<file path="src/hnaa_pkg.sv">
// ----------------------------------------------------------------------------
// hnaa_pkg
// Shared item types, result codes and constants for the NAL-array to
// Annex B converter.
// ----------------------------------------------------------------------------
package hnaa_pkg;

  // Done report status codes
  localparam logic [1:0] ST_OK        = 2'd0;
  localparam logic [1:0] ST_NO_ARRAYS = 2'd1;
  localparam logic [1:0] ST_CNT_HI    = 2'd2;
  localparam logic [1:0] ST_OVERFLOW  = 2'd3;

  // Result kinds
  localparam logic KIND_BYTE   = 1'b0;
  localparam logic KIND_REPORT = 1'b1;

  // Start code 00 00 00 01
  localparam logic [2:0] SC_LEN       = 3'd4;
  localparam logic [7:0] SC_FILL_BYTE = 8'h00;
  localparam logic [7:0] SC_LAST_BYTE = 8'h01;

  localparam logic [23:0] MAX_SIZE_RESET = 24'd65536;

  typedef struct packed {
    logic       start_of_record;
    logic [7:0] data_byte;
  } in_item_t;

  typedef struct packed {
    logic        kind;
    logic [7:0]  out_byte;
    logic [23:0] total_length;
    logic [1:0]  status;
    logic        last;
  } out_item_t;

  // Results caused by one input byte: optional start code, optional
  // payload byte, optional done report (in that order)
  typedef struct packed {
    logic        sc;
    logic        has_byte;
    logic        rpt;
    logic [7:0]  data;
    logic [1:0]  status;
    logic [23:0] total;
  } burst_t;

endpackage

</file>
<file path="src/hnaa_parse.sv">
// ----------------------------------------------------------------------------
// hnaa_parse
// Record parser: holds the walk through arrays and NAL units and works out
// which results one input byte causes.
// ----------------------------------------------------------------------------
module hnaa_parse import hnaa_pkg::*; #(
  parameter int LENGTH_BITS = 24
) (
  input  logic        clk,
  input  logic        rst_n,
  input  logic        consume,
  input  in_item_t    item,
  input  logic [23:0] max_size,
  output burst_t      burst,
  output logic        burst_any
);

  localparam int NEED_W = LENGTH_BITS + 2;
  localparam int CMP_W  = (NEED_W > 24) ? NEED_W : 24;

  typedef enum logic [2:0] {
    PH_IDLE, PH_TYPE, PH_CNT_HI, PH_CNT_LO, PH_LEN_HI, PH_LEN_LO, PH_PAYLOAD
  } phase_t;

  phase_t                   phase_r, phase_nxt;
  logic [7:0]               arrays_left_r, arrays_left_nxt;
  logic [7:0]               nals_left_r, nals_left_nxt;
  logic [7:0]               length_high_r, length_high_nxt;
  logic [15:0]              payload_left_r, payload_left_nxt;
  logic [LENGTH_BITS-1:0]   bytes_written_r, bytes_written_nxt;

  logic [15:0]              size;
  logic [NEED_W-1:0]        need;
  logic                     over;
  logic [7:0]               nal_dec, arr_dec;
  logic [15:0]              pay_dec;
  logic [CMP_W-1:0]         bw_ext;

  assign size    = {length_high_r, item.data_byte};
  assign need    = NEED_W'(bytes_written_r) + NEED_W'(size) + NEED_W'(SC_LEN);
  assign over    = CMP_W'(need) > CMP_W'(max_size);
  assign nal_dec = nals_left_r - 8'd1;
  assign arr_dec = arrays_left_r - 8'd1;
  assign pay_dec = payload_left_r - 16'd1;
  assign bw_ext  = CMP_W'(bytes_written_nxt);

  // Next state and results for the byte in the input register
  always_comb begin
    phase_nxt         = phase_r;
    arrays_left_nxt   = arrays_left_r;
    nals_left_nxt     = nals_left_r;
    length_high_nxt   = length_high_r;
    payload_left_nxt  = payload_left_r;
    bytes_written_nxt = bytes_written_r;
    burst.sc          = 1'b0;
    burst.has_byte    = 1'b0;
    burst.rpt         = 1'b0;
    burst.data        = item.data_byte;
    burst.status      = ST_OK;

    if (item.start_of_record) begin
      bytes_written_nxt = '0;
      if (item.data_byte == 8'd0) begin
        burst.rpt    = 1'b1;
        burst.status = ST_NO_ARRAYS;
        phase_nxt    = PH_IDLE;
      end else begin
        arrays_left_nxt = item.data_byte;
        phase_nxt       = PH_TYPE;
      end
    end else begin
      unique case (phase_r)
        PH_IDLE: ;
        PH_TYPE: phase_nxt = PH_CNT_HI;
        PH_CNT_HI: begin
          if (item.data_byte != 8'd0) begin
            burst.rpt    = 1'b1;
            burst.status = ST_CNT_HI;
            phase_nxt    = PH_IDLE;
          end else begin
            phase_nxt = PH_CNT_LO;
          end
        end
        PH_CNT_LO: begin
          nals_left_nxt = item.data_byte;
          if (item.data_byte == 8'd0) begin
            // empty array
            arrays_left_nxt = arr_dec;
            if (arr_dec == 8'd0) begin
              burst.rpt = 1'b1;
              phase_nxt = PH_IDLE;
            end else begin
              phase_nxt = PH_TYPE;
            end
          end else begin
            phase_nxt = PH_LEN_HI;
          end
        end
        PH_LEN_HI: begin
          length_high_nxt = item.data_byte;
          phase_nxt       = PH_LEN_LO;
        end
        PH_LEN_LO: begin
          if (over) begin
            burst.rpt    = 1'b1;
            burst.status = ST_OVERFLOW;
            phase_nxt    = PH_IDLE;
          end else begin
            burst.sc          = 1'b1;
            bytes_written_nxt = need[LENGTH_BITS-1:0];
            if (size == 16'd0) begin
              // empty NAL unit: the start code but no payload
              nals_left_nxt = nal_dec;
              if (nal_dec == 8'd0) begin
                arrays_left_nxt = arr_dec;
                if (arr_dec == 8'd0) begin
                  burst.rpt = 1'b1;
                  phase_nxt = PH_IDLE;
                end else begin
                  phase_nxt = PH_TYPE;
                end
              end else begin
                phase_nxt = PH_LEN_HI;
              end
            end else begin
              payload_left_nxt = size;
              phase_nxt        = PH_PAYLOAD;
            end
          end
        end
        PH_PAYLOAD: begin
          burst.has_byte   = 1'b1;
          payload_left_nxt = pay_dec;
          if (pay_dec == 16'd0) begin
            nals_left_nxt = nal_dec;
            if (nal_dec == 8'd0) begin
              arrays_left_nxt = arr_dec;
              if (arr_dec == 8'd0) begin
                burst.rpt = 1'b1;
                phase_nxt = PH_IDLE;
              end else begin
                phase_nxt = PH_TYPE;
              end
            end else begin
              phase_nxt = PH_LEN_HI;
            end
          end
        end
        default: phase_nxt = PH_IDLE;
      endcase
    end

    burst.total = bw_ext[23:0];
  end

  assign burst_any = burst.sc | burst.has_byte | burst.rpt;

  // Parser state
  always_ff @(posedge clk) begin
    if (!rst_n) begin
      phase_r         <= PH_IDLE;
      arrays_left_r   <= '0;
      nals_left_r     <= '0;
      length_high_r   <= '0;
      payload_left_r  <= '0;
      bytes_written_r <= '0;
    end else if (consume) begin
      phase_r         <= phase_nxt;
      arrays_left_r   <= arrays_left_nxt;
      nals_left_r     <= nals_left_nxt;
      length_high_r   <= length_high_nxt;
      payload_left_r  <= payload_left_nxt;
      bytes_written_r <= bytes_written_nxt;
    end
  end

  a_payload_nonzero: assert property (@(posedge clk) disable iff (!rst_n)
    phase_r == PH_PAYLOAD |-> payload_left_r != 16'd0)
    else $error("payload phase with no bytes left");

  a_arrays_nonzero: assert property (@(posedge clk) disable iff (!rst_n)
    phase_r != PH_IDLE |-> arrays_left_r != 8'd0)
    else $error("record open with no arrays left");

  a_nals_nonzero: assert property (@(posedge clk) disable iff (!rst_n)
    (phase_r == PH_LEN_HI || phase_r == PH_LEN_LO) |-> nals_left_r != 8'd0)
    else $error("NAL length expected with no NAL units left");

endmodule

</file>
<file path="src/hnaa_emit.sv">
// ----------------------------------------------------------------------------
// hnaa_emit
// Result sequencer: holds the results of one input byte and moves them one
// per cycle, while the output is not stalled, into the output register.
// ----------------------------------------------------------------------------
module hnaa_emit import hnaa_pkg::*; (
  input  logic      clk,
  input  logic      rst_n,
  input  logic      burst_valid,
  input  burst_t    burst,
  output logic      burst_ready,
  output logic      out_valid,
  input  logic      out_stall,
  output out_item_t out_item
);

  logic      bst_valid_r;
  burst_t    bst_r;
  logic [2:0] pos_r, cnt_r, ndat_r;
  logic [2:0] ld_ndat, ld_cnt;
  logic      out_valid_r;
  out_item_t out_item_r, cur;
  logic      out_ld, emit, emit_last, load;

  assign out_ld      = ~out_valid_r | ~out_stall;
  assign emit        = bst_valid_r & out_ld;
  assign emit_last   = emit & (pos_r == cnt_r - 3'd1);
  assign burst_ready = ~bst_valid_r | emit_last;
  assign load        = burst_valid & burst_ready;

  // Result counts of an incoming burst
  assign ld_ndat = burst.sc ? SC_LEN : {2'b00, burst.has_byte};
  assign ld_cnt  = ld_ndat + {2'b00, burst.rpt};

  // Current result
  always_comb begin
    cur = '0;
    if (pos_r < ndat_r) begin
      cur.kind = KIND_BYTE;
      if (bst_r.sc)
        cur.out_byte = (pos_r == SC_LEN - 3'd1) ? SC_LAST_BYTE : SC_FILL_BYTE;
      else
        cur.out_byte = bst_r.data;
    end else begin
      cur.kind         = KIND_REPORT;
      cur.total_length = bst_r.total;
      cur.status       = bst_r.status;
    end
    cur.last = (pos_r == cnt_r - 3'd1);
  end

  // Burst register
  always_ff @(posedge clk) begin
    if (!rst_n) begin
      bst_valid_r <= 1'b0;
      pos_r       <= '0;
      cnt_r       <= '0;
      ndat_r      <= '0;
    end else if (load) begin
      bst_valid_r <= 1'b1;
      pos_r       <= '0;
      cnt_r       <= ld_cnt;
      ndat_r      <= ld_ndat;
    end else if (emit_last) begin
      bst_valid_r <= 1'b0;
    end else if (emit) begin
      pos_r <= pos_r + 3'd1;
    end
  end

  always_ff @(posedge clk) begin
    if (load) bst_r <= burst;
  end

  // Output register
  always_ff @(posedge clk) begin
    if (!rst_n) begin
      out_valid_r <= 1'b0;
    end else if (out_ld) begin
      out_valid_r <= emit;
    end
  end

  always_ff @(posedge clk) begin
    if (emit) out_item_r <= cur;
  end

  assign out_valid = out_valid_r;
  assign out_item  = out_item_r;

  a_pos_in_range: assert property (@(posedge clk) disable iff (!rst_n)
    bst_valid_r |-> (pos_r < cnt_r && ndat_r <= cnt_r))
    else $error("result position beyond burst");

  a_report_last: assert property (@(posedge clk) disable iff (!rst_n)
    out_valid_r && out_item_r.kind == KIND_REPORT |-> out_item_r.last)
    else $error("done report not last result of its item");

  a_no_load_busy: assert property (@(posedge clk) disable iff (!rst_n)
    bst_valid_r && !emit_last |-> !load)
    else $error("burst overwritten before fully sent");

endmodule

</file>
<file path="src/hevc_nal_arrays_to_annexb_core.sv">
// ----------------------------------------------------------------------------
// hevc_nal_arrays_to_annexb_core
// Converts the NAL-array section of an HEVC configuration record, one byte
// per item, into an Annex B byte stream followed by a done report.
// ----------------------------------------------------------------------------
// A payload byte goes through the input register, the result sequencer and
// the output register before it reaches the output port; payload runs at one
// byte per cycle while the output is not stalled. A NAL length low byte that
// fits the buffer produces its four-byte start code (plus a done report when
// it closes the record). The output register sends one result per cycle
// while the output is not stalled, so the sequencer stays busy until the last
// result has gone, and the next byte that produces a result waits in the
// input register, stalling the input side. Header bytes that produce nothing
// pass at one per cycle. The output buffer size (cfg_wdata) is written with
// cfg_we and must only change while no record is in flight.
module hevc_nal_arrays_to_annexb_core import hnaa_pkg::*; #(
  parameter int LENGTH_BITS = 24
) (
  input  logic        clk,
  input  logic        rst_n,
  input  logic        in_valid,
  output logic        in_stall,
  input  in_item_t    in_item,
  output logic        out_valid,
  input  logic        out_stall,
  output out_item_t   out_item,
  input  logic        cfg_we,
  input  logic [23:0] cfg_wdata
);

  logic        in_valid_r;
  in_item_t    in_item_r;
  logic [23:0] max_size_r;
  burst_t      burst;
  logic        burst_any, burst_ready, consume;

  // Configuration register
  always_ff @(posedge clk) begin
    if (!rst_n) begin
      max_size_r <= MAX_SIZE_RESET;
    end else if (cfg_we) begin
      max_size_r <= cfg_wdata;
    end
  end

  // Input register: a byte leaves when its results fit in the sequencer
  assign consume  = in_valid_r & (burst_ready | ~burst_any);
  assign in_stall = in_valid_r & ~consume;

  always_ff @(posedge clk) begin
    if (!rst_n) begin
      in_valid_r <= 1'b0;
    end else if (!in_stall) begin
      in_valid_r <= in_valid;
    end
  end

  always_ff @(posedge clk) begin
    if (in_valid && !in_stall) in_item_r <= in_item;
  end

  hnaa_parse #(
    .LENGTH_BITS(LENGTH_BITS)
  ) u_parse (
    .clk      (clk),
    .rst_n    (rst_n),
    .consume  (consume),
    .item     (in_item_r),
    .max_size (max_size_r),
    .burst    (burst),
    .burst_any(burst_any)
  );

  hnaa_emit u_emit (
    .clk        (clk),
    .rst_n      (rst_n),
    .burst_valid(consume & burst_any),
    .burst      (burst),
    .burst_ready(burst_ready),
    .out_valid  (out_valid),
    .out_stall  (out_stall),
    .out_item   (out_item)
  );

endmodule

</file>
<file path="config.mk">
export PLATFORM = sky130hd
export DESIGN_NAME = hevc_nal_arrays_to_annexb_core
export DESIGN_NICKNAME = d
export VERILOG_FILES = /design/src/hnaa_pkg.sv /design/src/hnaa_parse.sv /design/src/hnaa_emit.sv /design/src/hevc_nal_arrays_to_annexb_core.sv
export SDC_FILE = /design/constraint.sdc
export NUM_CORES = 1
export LEC_CHECK = 0
export ABC_AREA = 1
export BUFFER_PORTS_ARGS = -buffer_cell sky130_fd_sc_hd__buf_2
export CAP_MARGIN = 5
export CORE_ASPECT_RATIO = 1.25
export CORE_MARGIN = 5
export CORE_UTILIZATION = 55
export DETAILED_ROUTE_END_ITERATION = 8
export GPL_TIMING_DRIVEN = 0
export PLACE_DENSITY = 0.74
export SYNTH_ARGS = -nofsm -noshare
export SYNTH_HDL_FRONTEND = slang
export SYNTH_HIERARCHICAL = 1
export SYNTH_SLANG_ARGS = --single-unit
</file>
<file path="constraint.sdc">
create_clock -name clk -period 8.32 [get_ports clk]
set_clock_uncertainty 0.15 [all_clocks]
set_input_delay 1.664 -clock clk [delete_from_list [all_inputs] [get_ports clk]]
set_output_delay 1.664 -clock clk [all_outputs]
set_load 0.05 [all_outputs]
</file>
* After elaboration in Yosys (flattened, before gate mapping)
Index checks and enable logic that the tools add are counted.
Word-level totals: register bits after elaboration 183
Operators by class: add/subtract/negate cells 8, eq/ne operators 18, bitwise gates (word level) 19, muxes and demuxes 53, order comparisons 2, reductions and logical operators 20
Operator list (count):
- 8-bit 2-to-1 mux | 11
- 24-bit 2-to-1 mux | 3
- 8-bit case mux with 3 select lines | 2
- 16-bit logical NOT | 2
- 16-bit 2-to-1 mux | 2
- 16-bit case mux with 2 select lines | 1
- 26-bit by 3-bit adder with 26-bit output, second input constant | 1
- 26-bit by 24-bit > comparator with 1-bit output | 1
- 24-bit by 16-bit adder with 25-bit output | 1
- 8-bit logical NOT | 3
- 3-bit 2-to-1 mux | 7
- 3-bit case mux with 7 select lines | 1
- 1-bit 2-to-1 mux | 19
- 16-bit by 1-bit subtractor with 16-bit output, second input constant | 1
- 8-bit by 1-bit subtractor with 8-bit output, second input constant | 2
- 2-bit 2-to-1 mux | 5
- 3-bit by 2-bit == test with 1-bit output, second input constant | 3
- 3-bit == test, second input constant | 3
- 3-bit by 2-bit != test with 1-bit output, second input constant | 3
- 2-bit != test, second input constant | 4
- 1-bit NOT | 8
- 8-bit nonzero test | 1
- 7-bit AND reduction | 1
- 1-bit bitwise AND | 6
- other kinds (22) | 29

* Longest topological paths before layout
depth in word-level cells 16, depth in mapped cells 33, depth with buffers taken out 33

* Hierarchy
The synthesis kept the hierarchy.
Modules (own cells, without submodules):
- hnaa_parse | cells an instance 986, area each 6266.0 sq um, seq. area each 1341.3 sq um, instances 1
- hnaa_emit | cells an instance 225, area each 2994.1 sq um, seq. area each 2312.2 sq um, instances 1
- hevc_nal_arrays_to_annexb_core | cells an instance 125, area each 1171.1 sq um, seq. area each 770.7 sq um, instances 1

* Worst setup path after synthesis
OpenSTA, ideal clock, no wires.
path kind reg-to-output, from register in_item_r[1] in the netlist's numbering, to output in_stall, arrival time 4.291 ns, cell stages (with the launch flop) 23, path slack 2.215 ns, path buffers 1, required time 6.506 ns, cells stage by stage edfxtp_1 ha_1 ha_1 fa_1 nand3_1 nand2_1 a21oi_1 o21ai_0 nand3_1 nand2_1 xor2_1 inv_1 ha_1 nand4_1 nor4_1 nand4_2 nand2_4 nand2_4 buf_2 a21oi_1 nand3b_1 nand3_1 inv_1
On the way: cells in the longest elaborated chain, start to end 13, elaborated cells between the ends (all ways) 23, classes of those cells add/sub: 2; order compare: 1; mux: 10; bitwise: 7; reduce/logical: 3
RTL lines:
- start: declaration | RTL line hevc_nal_arrays_to_annexb_core.sv:32 | in_item_t in_item_r;
- start signal: assignment | RTL line hevc_nal_arrays_to_annexb_core.sv:59 | if (in_valid && !in_stall) in_item_r <= in_item;
- 24-bit by 16-bit adder with 25-bit output | RTL line hnaa_parse.sv:40 | assign need = NEED_W'(bytes_written_r) + NEED_W'(size) + NEED_W'(SC_LEN);
- 26-bit by 3-bit adder with 26-bit output | RTL line hnaa_parse.sv:40
- 26-bit by 24-bit > comparator with 1-bit output | RTL line hnaa_parse.sv:41 | assign over = CMP_W'(need) > CMP_W'(max_size);
- 1-bit 2-to-1 mux | RTL line hnaa_parse.sv:104 | if (over) begin
- 1-bit 2-to-1 mux | RTL line hnaa_parse.sv:72 | unique case (phase_r)
- 2-bit 2-to-1 mux | RTL line hnaa_parse.sv:61 | if (item.start_of_record) begin
- 1-bit OR | RTL line hnaa_parse.sv:156 | assign burst_any = burst.sc | burst.has_byte | burst.rpt;
- 1-bit OR (*) | RTL line hnaa_parse.sv:156
- via burst_any | RTL line hevc_nal_arrays_to_annexb_core.sv:35 | logic burst_any, burst_ready, consume;
- 1-bit NOT (*) | RTL line hevc_nal_arrays_to_annexb_core.sv:47 | assign consume = in_valid_r & (burst_ready | ~burst_any);
- 1-bit OR (*) | RTL line hevc_nal_arrays_to_annexb_core.sv:47
- 1-bit bitwise AND (*) | RTL line hevc_nal_arrays_to_annexb_core.sv:47
- 1-bit NOT (*) | RTL line hevc_nal_arrays_to_annexb_core.sv:48 | assign in_stall = in_valid_r & ~consume;
- 1-bit bitwise AND (*) | RTL line hevc_nal_arrays_to_annexb_core.sv:48
- end: declaration | RTL line hevc_nal_arrays_to_annexb_core.sv:22 | output logic in_stall,
Mark *: on every way through the listed nets, which the timed path passes. The rest lies on a longest branch.

* Worst setup path after layout
Ends and elaborated chain as after synthesis.

==> metrics.txt <==
status complete, no violations; Peak Freq ~130 MHz; Overflow after GRT 0; area delta synth->final 12.8%; DRC Markers 0; Antenna Violating Nets Remaining 0; cell taking the most area after synthesis edfxtp_1; RSZ-0062 raised after global routing false; Hold Path Sink max_size_r[16]; chip height 164 um; initial core utilization around 56%; WP data arrival ~5600 ps; Routed WL per cell between 10 and 15 um; final core utilization between 60% and 70%; layout net count 1538; GPL Wtd Cong 0.960; Final TNS setup 0 ps; Syn Std Cell Area 0.0104 mm2; WHS Path Cells 2; initial antenna violation count 0; Sequential cell area 0.00442 mm2; register bit total from synthesis about 180; Final WS setup 890 ps; Vias 8819; Top Ports 76; min Tclk post-route approximately 7400 ps; Fin. Hold Viols 0; Fillers 1650; Pre-antenna DRT Iters 5; CTS tree done; clock buffer count from CTS 17; CORE AREA 0.0187 mm2; Tot GR Track Use 22.4%; HPWL after detailed placement 18.5 mm; hold crit path type flip-flop to flip-flop; Final setup viols 0; Non-Filler Instances 1677; layout cells sized above 1 between 10% and 20%; synth top area cells edfxtp_1 (23%), dfxtp_1 (19%), ha_1 (8.0%); sequential share of the synthesized area 42.4%; via/cell ratio around 5.3; hold buffer count at CTS 0; Post-Synthesis Cells 1336; Total Routed Length ~24 mm; critical path endpoint category primary output; Slew Limit Fails 0; pin count of the biggest net entering global routing 36; worst r2r src in_item_r[1]; post-synth net total 1442; vias in the first global route 8006; Relative slew margins a little under three fifths; Clk Latency, worst-skew pair around 440 ps; Worst-Margin Slew ~650 ps; die area ~0.022 mm2; postcts setup bufs 0; CP startpoint kind flip-flop; CP Class flip-flop to primary output; count of different cell masters after synthesis 49; Max Cap Violations 0; area of the multi-input gates 0.00491 mm2; Critical Path RT 6510 ps; Synth Warn # 6; worst reg2reg path endpoint u_emit/bst_r[11]; root buffer cell clkbuf_16; clock buffer depth 2; Post-CTS Resized 0; Max rail drop VDD around 0.16 mV; n_diodes 0; P_leak around 5.7 nW; maximum fanout along the worst path 10; first-pass GRT wire length 39.3 mm; min-delay src max_size_r[16]; Die X 133 um; Worst-path clk slew roughly 80 ps; R2R cell count 29; Port-buffer cells 75; Syn Area/Cell 7.81 um2; R2R setup slack 1780 ps; number of instances in the placed design ~1.6k; Place WS between 1000 and 1500 ps; H-tree depth 4; area share of the largest cell type after synthesis a little under a quarter; fin crit share 89.3%; row cnt 56; CTS Sinks 181; Iteration-0 DRC Markers 763; Pwr Density 171 mW/mm2
cells by family (layout without fill, tap and decap cells):
| group | count (synthesis) | count (layout) | synth area share (%) |
|---|---|---|---|
| xor gates and xnor gates | 37 | 37 | 3.18 |
| buffers and inverters | 267 | 376 | 10.6 |
| AOI/OAI and AO/OA | 242 | 242 | 12.3 |
| DFF | 181 | 181 | 42.4 |
| and+or+nand+nor | 541 | 541 | 23.3 |
| adders and majority gates | 68 | 68 | 8.23 |
how the worst max path moves through the flow:
stage / from / to / slack (ps) / depth (start not counted)
6_report: in_item_r[1] / in_stall / 890 / 23
5_1_grt: in_item_r[1] / in_stall / 620 / 23
4_1_cts: in_item_r[1] / in_stall / 910 / 23
3_5_place_dp: in_item_r[1] / u_emit/bst_r[20] / 1390 / 28
3_3_place_gp: in_item_r[1] / in_stall / 1430 / 27
2_1_floorplan: in_item_r[1] / in_stall / 2210 / 22
placed cells by master (no fill, tap or decap), types with 3 or more instances in the layout:
master,n
nor3_1,16
nand2_4,5
clkinv_8,6
inv_6,3
nand4_1,24
xor2_1,26
nor2_1,187
a21oi_1,100
inv_1,205
o21ai_0,92
edfxtp_1,80
nand3b_1,6
inv_2,9
clkbuf_1,21
buf_2,85
ha_1,67
nor2_2,8
nand2_1,222
buf_4,11
a21oi_2,4
inv_8,3
nand2_2,15
nor2_4,8
clkbuf_16,17
a31oi_1,4
dfxtp_1,101
nand4_2,3
nand3_1,36
xnor2_1,10
o21ai_1,30
buf_6,6
per-stage QoR:
step	power (mW)	area (um2)	hold WS [ps]
finish	2.01	11800	334
global route	2.10	11800	351
CTS	2.02	11700	333
detailed placement	1.22	11100	313
global placement	1.21	11100	289
floorplan	1.15	10400	279
layer usage:
layer / track usage, % / vias to the layer above / routed length [um]
met5: 0 / - / 0
met4: 8.98 / 0 / 656
met3: 2.94 / 50 / 1410
met2: 37.1 / 294 / 11200
met1: 30.0 / 3970 / 11000
li1: - / 4505 / -
state kept, by name (all words and copies together) (netlist names), 2 cells and up:
| signal | cells |
|---|---|
| u_parse/length_high_r | 8 |
| u_parse/payload_left_r | 16 |
| u_parse/phase_r | 3 |
| u_emit/out_item | 36 |
| u_parse/arrays_left_r | 8 |
| max_size_r | 24 |
| u_parse/nals_left_r | 8 |
| u_emit/cnt_r | 2 |
| u_emit/ndat_r | 2 |
| u_emit/bst_r | 35 |
| u_emit/pos_r | 3 |
| in_item_r | 9 |
| u_parse/bytes_written_r | 24 |
Yosys cell counts, drive strengths merged:
master and instances:
a211oi 1, nor4 3, clkbuf 22, o211ai 2, a21oi 105, nor3 18
edfxtp 80, a31o 1, or2 2, a21boi 1, xnor2 10, o21ai 122
clkinv 2, a21o 1, nor2 203, nand4 27, nand2 242, dfxtp 101
o31ai 1, fa 1, buf 28, a31oi 4, a22oi 1, nand3b 6
nand3 40, xor2 27, o2111ai 1, o21a 2, ha 67, inv 215
cell type report:
| type | count | area share [%] |
|---|---|---|
| plain buffers | 50 | 2.45 |
| clock buffers | 17 | 3.62 |
| clock inverters | 15 | 1.55 |
| inverters | 217 | 6.93 |
| multi-input cells | 888 | 41.7 |
| flip-flops and latches | 181 | 37.6 |
| well taps | 232 | 2.47 |
| repair buffers | 77 | 3.66 |
worst max-delay path, stage by stage (launching register included):
cell      delay (ps)
edfxtp_1         580
ha_1             370
ha_1             230
fa_1             410
nand3_1          100
nand2_1           80
a21oi_1          260
o21ai_0          230
nand3_1          130
nand2_1          130
xor2_1           180
inv_1             80
ha_1             320
nand4_1          160
nor4_1           320
nand4_2          260
nand2_4          190
nand2_4          100
buf_2            220
a21oi_1          130
nand3b_1         180
nand3_1          180
inv_1             90
buf_2            260
where the power goes:
part           total (mW)  switching [mW]  internal (mW)
combinational       0.235           0.148         0.0871
sequential          0.966          0.0203          0.946
clock               0.809           0.402          0.407
(Power assumes the default switching activity.)
